$ cat src/rtl/core/aqkb_pkg.sv
`timescale 1ns / 1ps
// Package for the accelerated quadrature knob bank: word types, register
// indexes, thresholds and the quadrature step decoder. No dependencies.
package aqkb_pkg;

    localparam int KNOB_W   = 4;
    localparam int VALUE_W  = 7;
    localparam int POS_W    = 8;
    localparam int WAIT_W   = 10;
    localparam int TIME_W   = 32;
    localparam int MULT_W   = 3;
    localparam int THRESH_W = 10;
    localparam int CFG_IDX_W = 8;

    localparam logic [POS_W-1:0]  POS_MAX  = 8'd254;
    localparam logic [WAIT_W-1:0] WAIT_MAX = 10'd1023;

    localparam logic [THRESH_W-1:0] RST_VERY_FAST   = 10'd100;
    localparam logic [THRESH_W-1:0] RST_FAST        = 10'd150;
    localparam logic [THRESH_W-1:0] RST_MEDIUM_FAST = 10'd200;
    localparam logic [THRESH_W-1:0] RST_MEDIUM      = 10'd250;

    localparam logic [MULT_W-1:0] MULT_X1 = 3'd1;
    localparam logic [MULT_W-1:0] MULT_X2 = 3'd2;
    localparam logic [MULT_W-1:0] MULT_X3 = 3'd3;
    localparam logic [MULT_W-1:0] MULT_X4 = 3'd4;
    localparam logic [MULT_W-1:0] MULT_X5 = 3'd5;

    // Old/new A/B codes that move the knob one detent up or down.
    localparam logic [3:0] CODE_UP_0 = 4'b1101;
    localparam logic [3:0] CODE_UP_1 = 4'b0100;
    localparam logic [3:0] CODE_UP_2 = 4'b0010;
    localparam logic [3:0] CODE_UP_3 = 4'b1011;
    localparam logic [3:0] CODE_DN_0 = 4'b1110;
    localparam logic [3:0] CODE_DN_1 = 4'b0111;
    localparam logic [3:0] CODE_DN_2 = 4'b0001;
    localparam logic [3:0] CODE_DN_3 = 4'b1000;

    typedef enum logic {
        KIND_PIN  = 1'b0,
        KIND_SYNC = 1'b1
    } kind_t;

    typedef enum logic [1:0] {
        DIR_NONE,
        DIR_UP,
        DIR_DOWN
    } dir_t;

    typedef enum logic [CFG_IDX_W-1:0] {
        REG_THRESH_VERY_FAST   = 8'd0,
        REG_THRESH_FAST        = 8'd1,
        REG_THRESH_MEDIUM_FAST = 8'd2,
        REG_THRESH_MEDIUM      = 8'd3
    } reg_idx_t;

    typedef struct packed {
        kind_t               kind;
        logic [KNOB_W-1:0]   knob;
        logic                phase_a;
        logic                phase_b;
        logic [TIME_W-1:0]   now_ms;
        logic [VALUE_W-1:0]  sync_value;
    } req_word_t;

    typedef struct packed {
        logic [KNOB_W-1:0]  knob_out;
        logic [VALUE_W-1:0] knob_value;
    } rsp_word_t;

    typedef struct packed {
        logic [THRESH_W-1:0] very_fast;
        logic [THRESH_W-1:0] fast;
        logic [THRESH_W-1:0] medium_fast;
        logic [THRESH_W-1:0] moderate;
    } thresh_t;

    function automatic dir_t step_dir(input logic [3:0] code);
        dir_t d;
        case (code) inside
            CODE_UP_0, CODE_UP_1, CODE_UP_2, CODE_UP_3: d = DIR_UP;
            CODE_DN_0, CODE_DN_1, CODE_DN_2, CODE_DN_3: d = DIR_DOWN;
            default:                                    d = DIR_NONE;
        endcase
        return d;
    endfunction

endpackage

$ cat src/rtl/core/aqkb_cfg_regs.sv
`timescale 1ns / 1ps
// Threshold register file of the knob bank, written over the config channel.
// Depends on aqkb_pkg.
module aqkb_cfg_regs (
    input  logic                           clk,
    input  logic                           rst_n,
    input  logic                           cfg_valid,
    output logic                           cfg_ready,
    input  logic [aqkb_pkg::CFG_IDX_W-1:0] cfg_index,
    input  logic [aqkb_pkg::THRESH_W-1:0]  cfg_data,
    output aqkb_pkg::thresh_t              thresh
);
    import aqkb_pkg::*;

    thresh_t thresh_reg;
    thresh_t thresh_next;

    assign cfg_ready = 1'b1;
    assign thresh    = thresh_reg;

    always_comb
    begin
        thresh_next = thresh_reg;
        if (cfg_valid)
        begin
            unique case (cfg_index)
                REG_THRESH_VERY_FAST:   thresh_next.very_fast   = cfg_data;
                REG_THRESH_FAST:        thresh_next.fast        = cfg_data;
                REG_THRESH_MEDIUM_FAST: thresh_next.medium_fast = cfg_data;
                REG_THRESH_MEDIUM:      thresh_next.moderate    = cfg_data;
                default:                thresh_next = thresh_reg;
            endcase
        end
    end

    always_ff @(posedge clk or negedge rst_n)
    begin
        if (!rst_n)
        begin
            thresh_reg.very_fast   <= RST_VERY_FAST;
            thresh_reg.fast        <= RST_FAST;
            thresh_reg.medium_fast <= RST_MEDIUM_FAST;
            thresh_reg.moderate    <= RST_MEDIUM;
        end
        else
        begin
            thresh_reg <= thresh_next;
        end
    end

endmodule

$ cat src/rtl/core/accelerated_quadrature_knob_bank_unit.sv
`timescale 1ns / 1ps
// Top level of the accelerated quadrature knob bank.
// Depends on aqkb_pkg and aqkb_cfg_regs.
//
// Usage:
//   req carries one word per knob event: a pin sample (A/B levels plus a
//   millisecond time) or a host sync write. Every request word yields exactly
//   one rsp word with the knob index and the knob position halved, or zero
//   for a knob out of range. cfg writes one of the four speed thresholds;
//   write only while idle. rsp_valid rises once an accepted word moves from
//   the input register to the output register. One word is accepted every
//   cycle while rsp_ready is high: a word is registered, then the knob state
//   is read, updated and written back as the result enters the output
//   register, so back-to-back words on the same knob see each other's
//   updates. Per-knob state and the wait history sit in flops. When the
//   receiver stalls, the result holds in the output register; the input
//   register takes one more word, then req_ready drops until rsp_ready returns.
//   Reset clears all knob state (positions, wait history, multipliers to one)
//   and loads the default thresholds; the block takes words right after.
module accelerated_quadrature_knob_bank_unit #(
    parameter int NUM_KNOBS  = 16,
    parameter int RING_DEPTH = 5
) (
    input  logic                           clk,
    input  logic                           rst_n,
    input  logic                           req_valid,
    output logic                           req_ready,
    input  aqkb_pkg::req_word_t            req,
    output logic                           rsp_valid,
    input  logic                           rsp_ready,
    output aqkb_pkg::rsp_word_t            rsp,
    input  logic                           cfg_valid,
    output logic                           cfg_ready,
    input  logic [aqkb_pkg::CFG_IDX_W-1:0] cfg_index,
    input  logic [aqkb_pkg::THRESH_W-1:0]  cfg_data
);
    import aqkb_pkg::*;

    localparam int KIDX_W = (NUM_KNOBS > 1) ? $clog2(NUM_KNOBS) : 1;
    localparam int SLOT_W = (RING_DEPTH > 1) ? $clog2(RING_DEPTH) : 1;
    localparam int SUM_W  = $clog2(RING_DEPTH * 1023 + 1);

    typedef logic [RING_DEPTH-1:0][WAIT_W-1:0] ring_row_t;

    thresh_t thresh;

    aqkb_cfg_regs u_cfg (
        .clk       (clk),
        .rst_n     (rst_n),
        .cfg_valid (cfg_valid),
        .cfg_ready (cfg_ready),
        .cfg_index (cfg_index),
        .cfg_data  (cfg_data),
        .thresh    (thresh)
    );

    // Input and output registers.
    logic      in_valid_reg;
    req_word_t in_word_reg;
    logic      out_valid_reg;
    rsp_word_t out_word_reg;

    // Per-knob state.
    logic [POS_W-1:0]  pos_reg      [NUM_KNOBS];
    logic [1:0]        prev_code_reg[NUM_KNOBS];
    logic [POS_W-1:0]  prev_pos_reg [NUM_KNOBS];
    logic [MULT_W-1:0] mult_reg     [NUM_KNOBS];
    logic [SLOT_W-1:0] slot_reg     [NUM_KNOBS];
    ring_row_t         ring_reg     [NUM_KNOBS];
    logic [SUM_W-1:0]  sum_reg      [NUM_KNOBS];
    logic [TIME_W-1:0] last_reg     [NUM_KNOBS];
    logic [POS_W-1:0]  ovpos_reg    [NUM_KNOBS];
    logic              ovon_reg     [NUM_KNOBS];

    logic advance;
    logic proc;
    logic in_range;
    logic [KIDX_W-1:0] kidx;

    assign advance   = !out_valid_reg || rsp_ready;
    assign proc      = in_valid_reg && advance;
    assign req_ready = !in_valid_reg || advance;
    assign rsp_valid = out_valid_reg;
    assign rsp       = out_word_reg;

    assign in_range = (32'(in_word_reg.knob) < NUM_KNOBS);
    assign kidx     = KIDX_W'(in_word_reg.knob);

    // Current state of the addressed knob.
    logic [POS_W-1:0]  cur_pos;
    logic [1:0]        cur_prev_code;
    logic [POS_W-1:0]  cur_prev_pos;
    logic [MULT_W-1:0] cur_mult;
    logic [SLOT_W-1:0] cur_slot;
    ring_row_t         cur_row;
    logic [SUM_W-1:0]  cur_sum;
    logic [TIME_W-1:0] cur_last;
    logic [POS_W-1:0]  cur_ovpos;
    logic              cur_ovon;

    assign cur_pos       = pos_reg[kidx];
    assign cur_prev_code = prev_code_reg[kidx];
    assign cur_prev_pos  = prev_pos_reg[kidx];
    assign cur_mult      = mult_reg[kidx];
    assign cur_slot      = slot_reg[kidx];
    assign cur_row       = ring_reg[kidx];
    assign cur_sum       = sum_reg[kidx];
    assign cur_last      = last_reg[kidx];
    assign cur_ovpos     = ovpos_reg[kidx];
    assign cur_ovon      = ovon_reg[kidx];

    // Next state of the addressed knob.
    dir_t              dir;
    logic [POS_W:0]    up_sum;
    logic [POS_W-1:0]  new_pos;
    logic              rotated;
    logic              changed;
    logic [TIME_W-1:0] elapsed;
    logic [WAIT_W-1:0] wait_ms;
    logic [SLOT_W-1:0] slot_eff;
    logic [WAIT_W-1:0] old_wait;
    logic [SUM_W-1:0]  new_sum;
    logic [MULT_W-1:0] new_mult;
    logic [SLOT_W-1:0] slot_next;
    logic              ovon_after;
    logic [POS_W-1:0]  final_pos;
    ring_row_t         row_next;
    logic [VALUE_W-1:0] result_value;

    always_comb
    begin
        dir     = step_dir({cur_prev_code, in_word_reg.phase_a, in_word_reg.phase_b});
        up_sum  = {1'b0, cur_pos} + (POS_W + 1)'(cur_mult);
        rotated = (dir != DIR_NONE);

        case (dir)
            DIR_UP:
            begin
                new_pos = (up_sum > {1'b0, POS_MAX}) ? POS_MAX : up_sum[POS_W-1:0];
            end
            DIR_DOWN:
            begin
                new_pos = (cur_pos < POS_W'(cur_mult)) ? '0 : cur_pos - POS_W'(cur_mult);
            end
            default:
            begin
                new_pos = cur_pos;
            end
        endcase

        // A position that moved, including a jump left by an earlier
        // override, counts as a change and goes into the wait history.
        changed = (new_pos != cur_prev_pos);
        elapsed = in_word_reg.now_ms - cur_last;
        wait_ms = (elapsed > TIME_W'(WAIT_MAX)) ? WAIT_MAX : elapsed[WAIT_W-1:0];

        slot_eff = (32'(cur_slot) >= RING_DEPTH) ? '0 : cur_slot;
        old_wait = cur_row[slot_eff];
        row_next = cur_row;
        row_next[slot_eff] = wait_ms;

        // The running sum always equals the sum of the knob's ring row.
        new_sum = cur_sum - SUM_W'(old_wait) + SUM_W'(wait_ms);

        if (new_sum < SUM_W'(thresh.very_fast))
            new_mult = MULT_X5;
        else if (new_sum < SUM_W'(thresh.fast))
            new_mult = MULT_X4;
        else if (new_sum < SUM_W'(thresh.medium_fast))
            new_mult = MULT_X3;
        else if (new_sum < SUM_W'(thresh.moderate))
            new_mult = MULT_X2;
        else
            new_mult = MULT_X1;

        slot_next  = (32'(slot_eff) == RING_DEPTH - 1) ? '0 : slot_eff + SLOT_W'(1);
        ovon_after = rotated ? 1'b0 : cur_ovon;
        final_pos  = ovon_after ? cur_ovpos : new_pos;

        if (!in_range)
            result_value = '0;
        else if (in_word_reg.kind == KIND_PIN)
            result_value = final_pos[POS_W-1:1];
        else
            result_value = cur_pos[POS_W-1:1];
    end

    // Handshake registers.
    always_ff @(posedge clk or negedge rst_n)
    begin
        if (!rst_n)
        begin
            in_valid_reg  <= 1'b0;
            out_valid_reg <= 1'b0;
        end
        else
        begin
            if (req_ready)
                in_valid_reg <= req_valid;
            if (advance)
                out_valid_reg <= in_valid_reg;
        end
    end

    always_ff @(posedge clk)
    begin
        if (req_ready && req_valid)
            in_word_reg <= req;
        if (proc)
        begin
            out_word_reg.knob_out   <= in_word_reg.knob;
            out_word_reg.knob_value <= result_value;
        end
    end

    // Knob state update.
    always_ff @(posedge clk or negedge rst_n)
    begin
        if (!rst_n)
        begin
            for (int k = 0; k < NUM_KNOBS; k++)
            begin
                pos_reg[k]       <= '0;
                prev_code_reg[k] <= '0;
                prev_pos_reg[k]  <= '0;
                mult_reg[k]      <= MULT_X1;
                slot_reg[k]      <= '0;
                ring_reg[k]      <= '0;
                sum_reg[k]       <= '0;
                last_reg[k]      <= '0;
                ovpos_reg[k]     <= '0;
                ovon_reg[k]      <= 1'b0;
            end
        end
        else if (proc && in_range)
        begin
            if (in_word_reg.kind == KIND_PIN)
            begin
                pos_reg[kidx]       <= final_pos;
                prev_code_reg[kidx] <= {in_word_reg.phase_a, in_word_reg.phase_b};
                ovon_reg[kidx]      <= ovon_after;
                if (changed)
                begin
                    prev_pos_reg[kidx] <= new_pos;
                    mult_reg[kidx]     <= new_mult;
                    slot_reg[kidx]     <= slot_next;
                    ring_reg[kidx]     <= row_next;
                    sum_reg[kidx]      <= new_sum;
                    last_reg[kidx]     <= in_word_reg.now_ms;
                end
            end
            else
            begin
                ovpos_reg[kidx] <= {in_word_reg.sync_value, 1'b0};
                ovon_reg[kidx]  <= 1'b1;
            end
        end
    end

`ifndef SYNTHESIS
    a_stall_only_when_full: assert property (@(posedge clk) disable iff (!rst_n)
        !req_ready |-> (in_valid_reg && out_valid_reg && !rsp_ready))
        else $error("request side stalled while the pipeline had room");

    a_result_from_proc: assert property (@(posedge clk) disable iff (!rst_n)
        $rose(rsp_valid) |-> $past(proc))
        else $error("result appeared without a processed word");

    a_sync_arms: assert property (@(posedge clk) disable iff (!rst_n)
        (proc && in_range && in_word_reg.kind == KIND_SYNC) |=> ovon_reg[$past(kidx)])
        else $error("sync write did not arm the override");

    a_slot_in_range: assert property (@(posedge clk) disable iff (!rst_n)
        (proc && in_range) |=> (32'(slot_reg[$past(kidx)]) < RING_DEPTH))
        else $error("ring slot left its range");

    a_pos_clamped: assert property (@(posedge clk) disable iff (!rst_n)
        (proc && in_range) |=> (pos_reg[$past(kidx)] <= POS_MAX))
        else $error("knob position beyond its maximum");
`endif

endmodule
$ cat config.mk
export PLATFORM = sky130hd
export DESIGN_NAME = accelerated_quadrature_knob_bank_unit
export DESIGN_NICKNAME = d
export VERILOG_FILES = /design/src/rtl/core/aqkb_pkg.sv /design/src/rtl/core/aqkb_cfg_regs.sv /design/src/rtl/core/accelerated_quadrature_knob_bank_unit.sv
export SDC_FILE = /design/constraint.sdc
export NUM_CORES = 2
export LEC_CHECK = 0
export BUFFER_PORTS_ARGS = -buffer_cell sky130_fd_sc_hd__buf_2
export CORE_MARGIN = 10
export CORE_UTILIZATION = 40
export DETAILED_ROUTE_END_ITERATION = 7
export GPL_TIMING_DRIVEN = 0
export PLACE_DENSITY = 0.55
export SKIP_CTS_REPAIR_TIMING = 1
export SYNTH_ARGS = -nofsm -noshare
export SYNTH_HDL_FRONTEND = slang
export SYNTH_SLANG_ARGS = --single-unit
$ cat constraint.sdc
create_clock -name clk -period 13.65 [get_ports clk]
set_clock_uncertainty 0.1 [all_clocks]
set_input_delay 1.365 -clock clk [delete_from_list [all_inputs] [get_ports clk]]
set_output_delay 1.365 -clock clk [all_outputs]
set_load 0.01 [all_outputs]
; ---- After elaboration in Yosys (flattened, before gate mapping)
; Cells that the tools add are included.
[op_classes]
n_mux = 75
n_div = 0
add_sub_neg = 6
mul = 0
n_reduce_logical = 19
order_cmp = 12
n_bitwise = 3
eq_ne = 15
n_shift = 0
[ops]
columns = cell, count
row1 = $bwmux W800, 1
row2 = $bwmux W512, 1
row3 = $bwmux W128, 3
row4 = $bwmux W208, 1
row5 = $bmux W50 S4, 1
row6 = $demux W50 S4, 1
row7 = $mux W50, 3
row8 = $bmux W32 S4, 1
row9 = $demux W32 S4, 1
row10 = $bmux W8 S4, 3
row11 = $bwmux W48, 2
row12 = $mux W32, 3
row13 = $mux W8, 10
row14 = $bmux W13 S4, 1
row15 = $demux W13 S4, 1
row16 = $lt A13 B10 Y1, 4
row17 = $bwmux W50, 1
row18 = $mux W13, 3
row19 = $bwmux W32, 1
row20 = $demux W8 S4, 1
row21 = $gt A32 B10 Y1 const B, 1
row22 = $sub A32 B32 Y32, 1
row23 = $bmux W10 S3, 1
row24 = $demux W10 S3, 1
row25 = 47 further kinds, 83
[word_totals]
ff_bits = 2147
input_bits = 69
n_memories = 0
latchBits = 0
ram_bits = 0
mem_bits_ro = 0
output_inout_bits = 14
word_cells = 368

; ---- Longest topological paths before layout
[logic_depth]
depth_word = 16
ltp_mapped = 50
mapped_depth_nobuf = 33

; ---- Cells and area by module
; From an unflattened synthesis, not the netlist that was laid out.
[unflattened]
hier_cells = 8126
hier_area_um2 = 100219.9
[by_module_without_submodules]
columns = module, seq_area_each_um2, area_per_inst_um2, cells_per_inst, instances
row1 = accelerated_quadrature_knob_bank_unit, 52630.5, 98644.6, 8035, 1
row2 = aqkb_cfg_regs, 1021.0, 1575.3, 91, 1

; ---- Worst setup path after synthesis
; OpenSTA, ideal clock, no wires.
[synth_timing]
kind = reg-to-reg
from = reg in_word_reg (netlist bit kidx[0])
to = reg mult_reg[18] (netlist bit)
stages_incl_launch_ff = 51
setup_slack_ns = 1.784
path_buffers = 17
synth_period_minus_slack_ns = 11.866
required_ns = 13.465
t_arrival_ns = 11.681
setup_time_ns = 0.085
cell_sequence = edfxtp_1 -> buf_6 -> buf_4 -> buf_6 -> buf_2 -> buf_4 -> buf_4 -> buf_2 -> buf_2 -> clkbuf_1 -> buf_2 -> buf_2 -> clkbuf_1 -> buf_2 -> mux4_2 -> mux4_2 -> ha_1 -> inv_1 -> [15 not listed] -> inv_1 -> fa_1 -> nor2b_1 -> o21ai_0 -> a21boi_0 -> o21a_1 -> nor2_1 -> xnor2_1 -> clkbuf_1 -> ha_1 -> or2_2 -> a21oi_1 -> a21oi_1 -> a311o_1 -> o21ai_0 -> nand3b_1 -> clkbuf_1 -> mux2_1
[synth_between]
elab_chain_cells = 16
word_cells_on_any_way = 71
cone_classes = 5 x add/sub / 10 x order compare / 11 x eq/ne / 40 x mux / 1 x bitwise / 4 x reduce/logical
[synth_lines]
columns = item, line_no
row1 = start: declaration, accelerated_quadrature_knob_bank_unit.sv:59  ; req_word_t in_word_reg;
row2 = start signal: assignment, accelerated_quadrature_knob_bank_unit.sv:208  ; in_word_reg <= req;
row3 = $not A4 Y5 (implied by the code) (*), --
row4 = "parallel branches: the longest is 8 deep, another holds $sub A32 B32 Y32", --
row5 = $add A13 B10 Y13 (*), accelerated_quadrature_knob_bank_unit.sv:163  ; new_sum = cur_sum - SUM_W'(old_wait) + SUM_W'(wait_ms);
row6 = net new_sum[6], accelerated_quadrature_knob_bank_unit.sv:122  ; logic [SUM_W-1:0] new_sum;
row7 = $lt A13 B10 Y1, accelerated_quadrature_knob_bank_unit.sv:171  ; else if (new_sum < SUM_W'(thresh.moderate))
row8 = $mux W2, accelerated_quadrature_knob_bank_unit.sv:171
row9 = $mux W2, accelerated_quadrature_knob_bank_unit.sv:169  ; else if (new_sum < SUM_W'(thresh.medium_fast))
row10 = $mux W3, accelerated_quadrature_knob_bank_unit.sv:167  ; else if (new_sum < SUM_W'(thresh.fast))
row11 = $mux W3 (*), accelerated_quadrature_knob_bank_unit.sv:165  ; if (new_sum < SUM_W'(thresh.very_fast))
row12 = $bwmux W48 (*), accelerated_quadrature_knob_bank_unit.sv:245  ; mult_reg[kidx] <= new_mult;
row13 = end signal: indexed assignment, accelerated_quadrature_knob_bank_unit.sv:245
row14 = end: declaration, accelerated_quadrature_knob_bank_unit.sv:67  ; logic [MULT_W-1:0] mult_reg [NUM_KNOBS];
; Mark *: on every way through the listed nets, which the timed path passes. The select of a mux whose other input is x is not followed.
; A chain may end at the register's enable or synchronous reset.

; ---- Worst setup path in the final report
[layout_timing]
from = reg in_word_reg (netlist bit kidx[1])
to = reg mult_reg[44] (netlist bit)
[layout_between]
elab_chain_cells = 14
word_cells_on_any_way = 67
cone_classes = 5 x add/sub / 8 x order compare / 11 x eq/ne / 38 x mux / 1 x bitwise / 4 x reduce/logical
[layout_lines]
columns = item, line_no
row1 = $not A4 Y5 (implied by the code) (*), --
row2 = "parallel branches: the longest is 8 deep, another holds $sub A32 B32 Y32", --
row3 = $add A13 B10 Y13 (*), accelerated_quadrature_knob_bank_unit.sv:163
row4 = net new_sum[6], accelerated_quadrature_knob_bank_unit.sv:122
row5 = $lt A13 B10 Y1, accelerated_quadrature_knob_bank_unit.sv:167
row6 = $mux W3, accelerated_quadrature_knob_bank_unit.sv:167
row7 = $mux W3 (*), accelerated_quadrature_knob_bank_unit.sv:165
row8 = $bwmux W48 (*), accelerated_quadrature_knob_bank_unit.sv:245
; Marked as above.

==> metrics.md <==
| Metric | Value |
|---|---|
| Critical path type | `reg -> reg` |
| Detailed-route wire length per cell | `28.49 um` |
| Area of the core | `about 250000 um2` |
| Die extent in y | `between 500 and 600 um` |
| Crit share post-route | `a little over nine tenths` |
| Starting density of the core | `~40%` |
| Most repeated library cell on the critical path | `sky130_fd_sc_hd__clkbuf_4` |
| Post-DR vias/cell | `5.727` |
| Switching Share | `about a third` |
| Overall die area | `roughly 270000 um2` |
| Worst reg-to-reg path cell count | `45` |
| Synth Warn # | `0` |
| Proportion of layout cells with a drive suffix above 1 | `a little under half` |
| Buffer depth of the longest clock path | `3` |
| GRT overflow | `0` |
| Flip-flop cell with the highest count after synthesis | `sky130_fd_sc_hd__dfrtp_1` |
| Post-synthesis register bit count | `about 2.1k` |
| Start of the worst register-to-register path | `kidx[1]$_DFFE_PP_` |
| Maxcap violations | `2` |
| Most common cell after layout, fill and taps aside | `sky130_fd_sc_hd__dfrtp_1` |
| Overall power | `~23 mW` |
| Internal Power | `roughly 15 mW` |
| CTS tree | `built` |
| Crit path arrival time | `13730 ps` |
| Standard-cell rows | `~180` |
| Max-slew violation count | `21` |
| Power per Cell Area | `between 200 and 250 nW/um2` |
| Combinational group share of total power | `between 30% and 40%` |
| Clock network power share | `27.4%` |
| Violated checks | `capacitance limit, slew limit` |
| Outcome | `finished with violations` |
| Net count reported at finish | `~7.2k` |
| Relative slew slack | `-1.952%` |
| Type of element launching the critical path | `register` |
| Number of stages on the worst setup path | `45` |
| P&R area growth vs syn | `13.32%` |
| Vias | `60.61k` |
| Hold path start | `pos_reg[106]$_DFFE_PN0P_` |
| Reg-to-reg setup timing slack | `between 600 and 700 ps` |
| Number of cells traversed by the worst hold path | `2` |
| Horiz. Die Dim | `around 520 um` |
| Total routing usage reported by global routing | `a little over a fifth` |
| Remaining antenna violation count | `0` |
| Total I/O pin count | `83` |
| DRC viols | `0` |
| Synth Area per Inst | `14.94 um2` |
| Cell family with most CP delay | `buffers and inverters` |
| Antenna violations before repair | `17` |
| Total iterations of the first detailed-routing run | `5` |
| Worst Hold Slack | `366.6 ps` |
| Crit Path Max Fanout | `19` |
| Crit path max-delay cell type | `sky130_fd_sc_hd__o41ai_2` |
| CP Capture Type | `register` |
| CTS root buffer | `sky130_fd_sc_hd__clkbuf_16` |
| Syn nets | `6876` |
| Count of input and output buffers | `81` |
| Aggregate negative setup slack | `0 ps` |
| HPWL after DPL | `~200000 um` |
| Final routed wirelength across all metal layers | `301500 um` |
| Synth Instances | `approximately 6.7k` |
| RD Place Congestion | `0.8502` |
| Worst-Margin Slew | `roughly 1500 ps` |
| Final critical-path required period | `13020 ps` |
| Synth unique cells | `84` |
| Count of routing violations after the opening detailed-route iteration | `approximately 4.8k` |
| Final number of setup-violating endpoints | `0` |
| Worst-skew pair later-pin latency | `880 ps` |
| Hold violation count in the final report | `0` |
| Largest register FFs | `800` |
| Number of standard cells in the final layout excluding fillers | `about 11k` |
| Cell count after placement | `slightly above 10k` |
| Hold WC Path Type | `reg -> reg` |
| Reg2Reg Capture Point | `mult_reg[44]$_DFFE_PN0P_` |
| Post-Syn Area | `100200 um2` |
| Wire length of the first global-routing pass | `444500 um` |
| Number of flops mapped to enable cells by yosys | `57` |
| FMAX | `around 77 MHz` |
| CP bufs+invs | `17` |
| Number of clock sinks | `about 2.1k` |
| Commonest cells after routing, fill and taps aside | `sky130_fd_sc_hd__dfrtp_1 (2042), sky130_fd_sc_hd__mux2_2 (1824), sky130_fd_sc_hd__mux4_2 (616)` |
| Max stage delay on crit path | `around 540 ps` |
| Largest net degree at the start of global routing | `between 150 and 200` |
| End point of the most critical hold path | `pos_reg[106]$_DFFE_PN0P_` |
| Share of the yosys chip area belonging to registers | `a little over half` |
| Maximum vdd ir drop | `~0.23 mV` |
| Vias in the first global route | `around 64k` |
| Async set-reset flop share out of synthesis | `97.33%` |
| Switching power | `roughly 7.9 mW` |
| Fraction of power consumed by sequential logic | `38.1%` |
| Clock edge transition at the registers on the reported setup and hold paths | `about 60 ps` |
| Data required, critical path | `approximately 14000 ps` |
| Leak pwr | `between 50 and 60 nW` |
| Inserted Clock Buffers | `230` |
| H-tree depth | `4` |
==> per-layer routing <==
| metal | global-route usage [%] | vias up | wire length [um] |
|---|---|---|---|
| li1 | - | 25367 | - |
| met1 | 30.65 | 33018 | 134100 |
| met2 | 34.75 | 1660 | 139700 |
| met3 | 3.510 | 552 | 16080 |
| met4 | 7.742 | 10 | 11590 |
| met5 | 0 | - | 69 |
==> power by group through the flow <==
stage          Sequential, mW  Combinational [mW]  Clock (mW)
2_1_floorplan            8.49                5.20           0
3_3_place_gp             8.73                7.33           0
3_5_place_dp             8.76                7.58           0
4_1_cts                  8.65                7.62        6.39
5_1_grt                  8.84                8.61        6.64
6_report                 8.67                7.86        6.25
==> cell families after synthesis <==
logic type,count (synthesis),synth area share (%)
adder cells (fa/ha/maj),101,1.359
flip-flops,2131,53.55
AO/OA/AOI/OAI,361,2.511
AND/OR/NAND/NOR,838,3.599
multiplexers,2574,35.80
XOR/XNOR,34,0.3047
other,1,0.003743
buffers and inverters,666,2.870
==> how the worst max path moves through the flow <==
stage,start,to,slack (ps)
2_1_floorplan,kidx[0]$_DFFE_PP_,mult_reg[18]$_DFFE_PN1P_,1780
3_3_place_gp,rst_n,ring_reg[426]$_DFFE_PN0P_,-35200
3_5_place_dp,kidx[1]$_DFFE_PP_,mult_reg[44]$_DFFE_PN0P_,-5250
4_1_cts,kidx[1]$_DFFE_PP_,mult_reg[44]$_DFFE_PN0P_,-5330
5_1_grt,kidx[1]$_DFFE_PP_,mult_reg[42]$_DFFE_PN1P_,-20
6_report,kidx[1]$_DFFE_PP_,mult_reg[44]$_DFFE_PN0P_,630
==> stage by stage <==
stage                     setup WS, ps  area (um2)  utilization, %
after floorplan                   1784      100200               -
final                            628.3      113500           45.61
after CTS                        -5327      113100           45.45
after global routing            -22.17      113500           45.61
after global placement          -35200      104800           42.09
after detailed placement         -5252      105600           42.42
==> cell type report <==
| class | instances | area [um2] |
|---|---|---|
| timing repair buffer | 119 | 1177 |
| multi-input combinational | 3909 | 43920 |
| inverter | 133 | 499.2 |
| clock buffer | 342 | 6774 |
| sequential | 2131 | 53650 |
| fill | 22058 | 135400 |
| buffer | 523 | 2546 |
| tap | 3330 | 4167 |
| clock inverter | 83 | 765.7 |
| antenna | 13 | 32.53 |
==> worst min-delay path, stage by stage, from the launching register on <==
cell                      delay [ps]
sky130_fd_sc_hd__dfrtp_1         330
sky130_fd_sc_hd__nand2_1          50
sky130_fd_sc_hd__nand2_1          50
==> cell usage after synthesis, drive strengths merged, types with 9 or more instances <==
master,instances,area (um2)
dfrtp,2042,51100
mux2,1916,21580
mux4,616,13870
nand2,557,2091
clkbuf,282,1059
buf,251,1318
inv,132,495.5
a21oi,94,590.6
ha,88,1101
nor2,88,330.3
o21ai,70,350.3
edfxtp,57,1712
nor3,52,265.3
mux2i,42,420.4
a22oi,35,262.8
or3,33,206.5
dfstp,32,840.8
a21o,29,217.7
nand3,22,110.1
xnor2,22,200.2
o22a,16,140.1
a211oi,15,112.6
nor2b,15,93.84
fa,13,260.3
nand2b,12,75.07
xor2,12,105.1
o211ai,11,82.58
o21a,11,82.58
and2,10,62.56
o21bai,10,75.07
nand4,9,56.30
(Power assumes the default switching activity.)
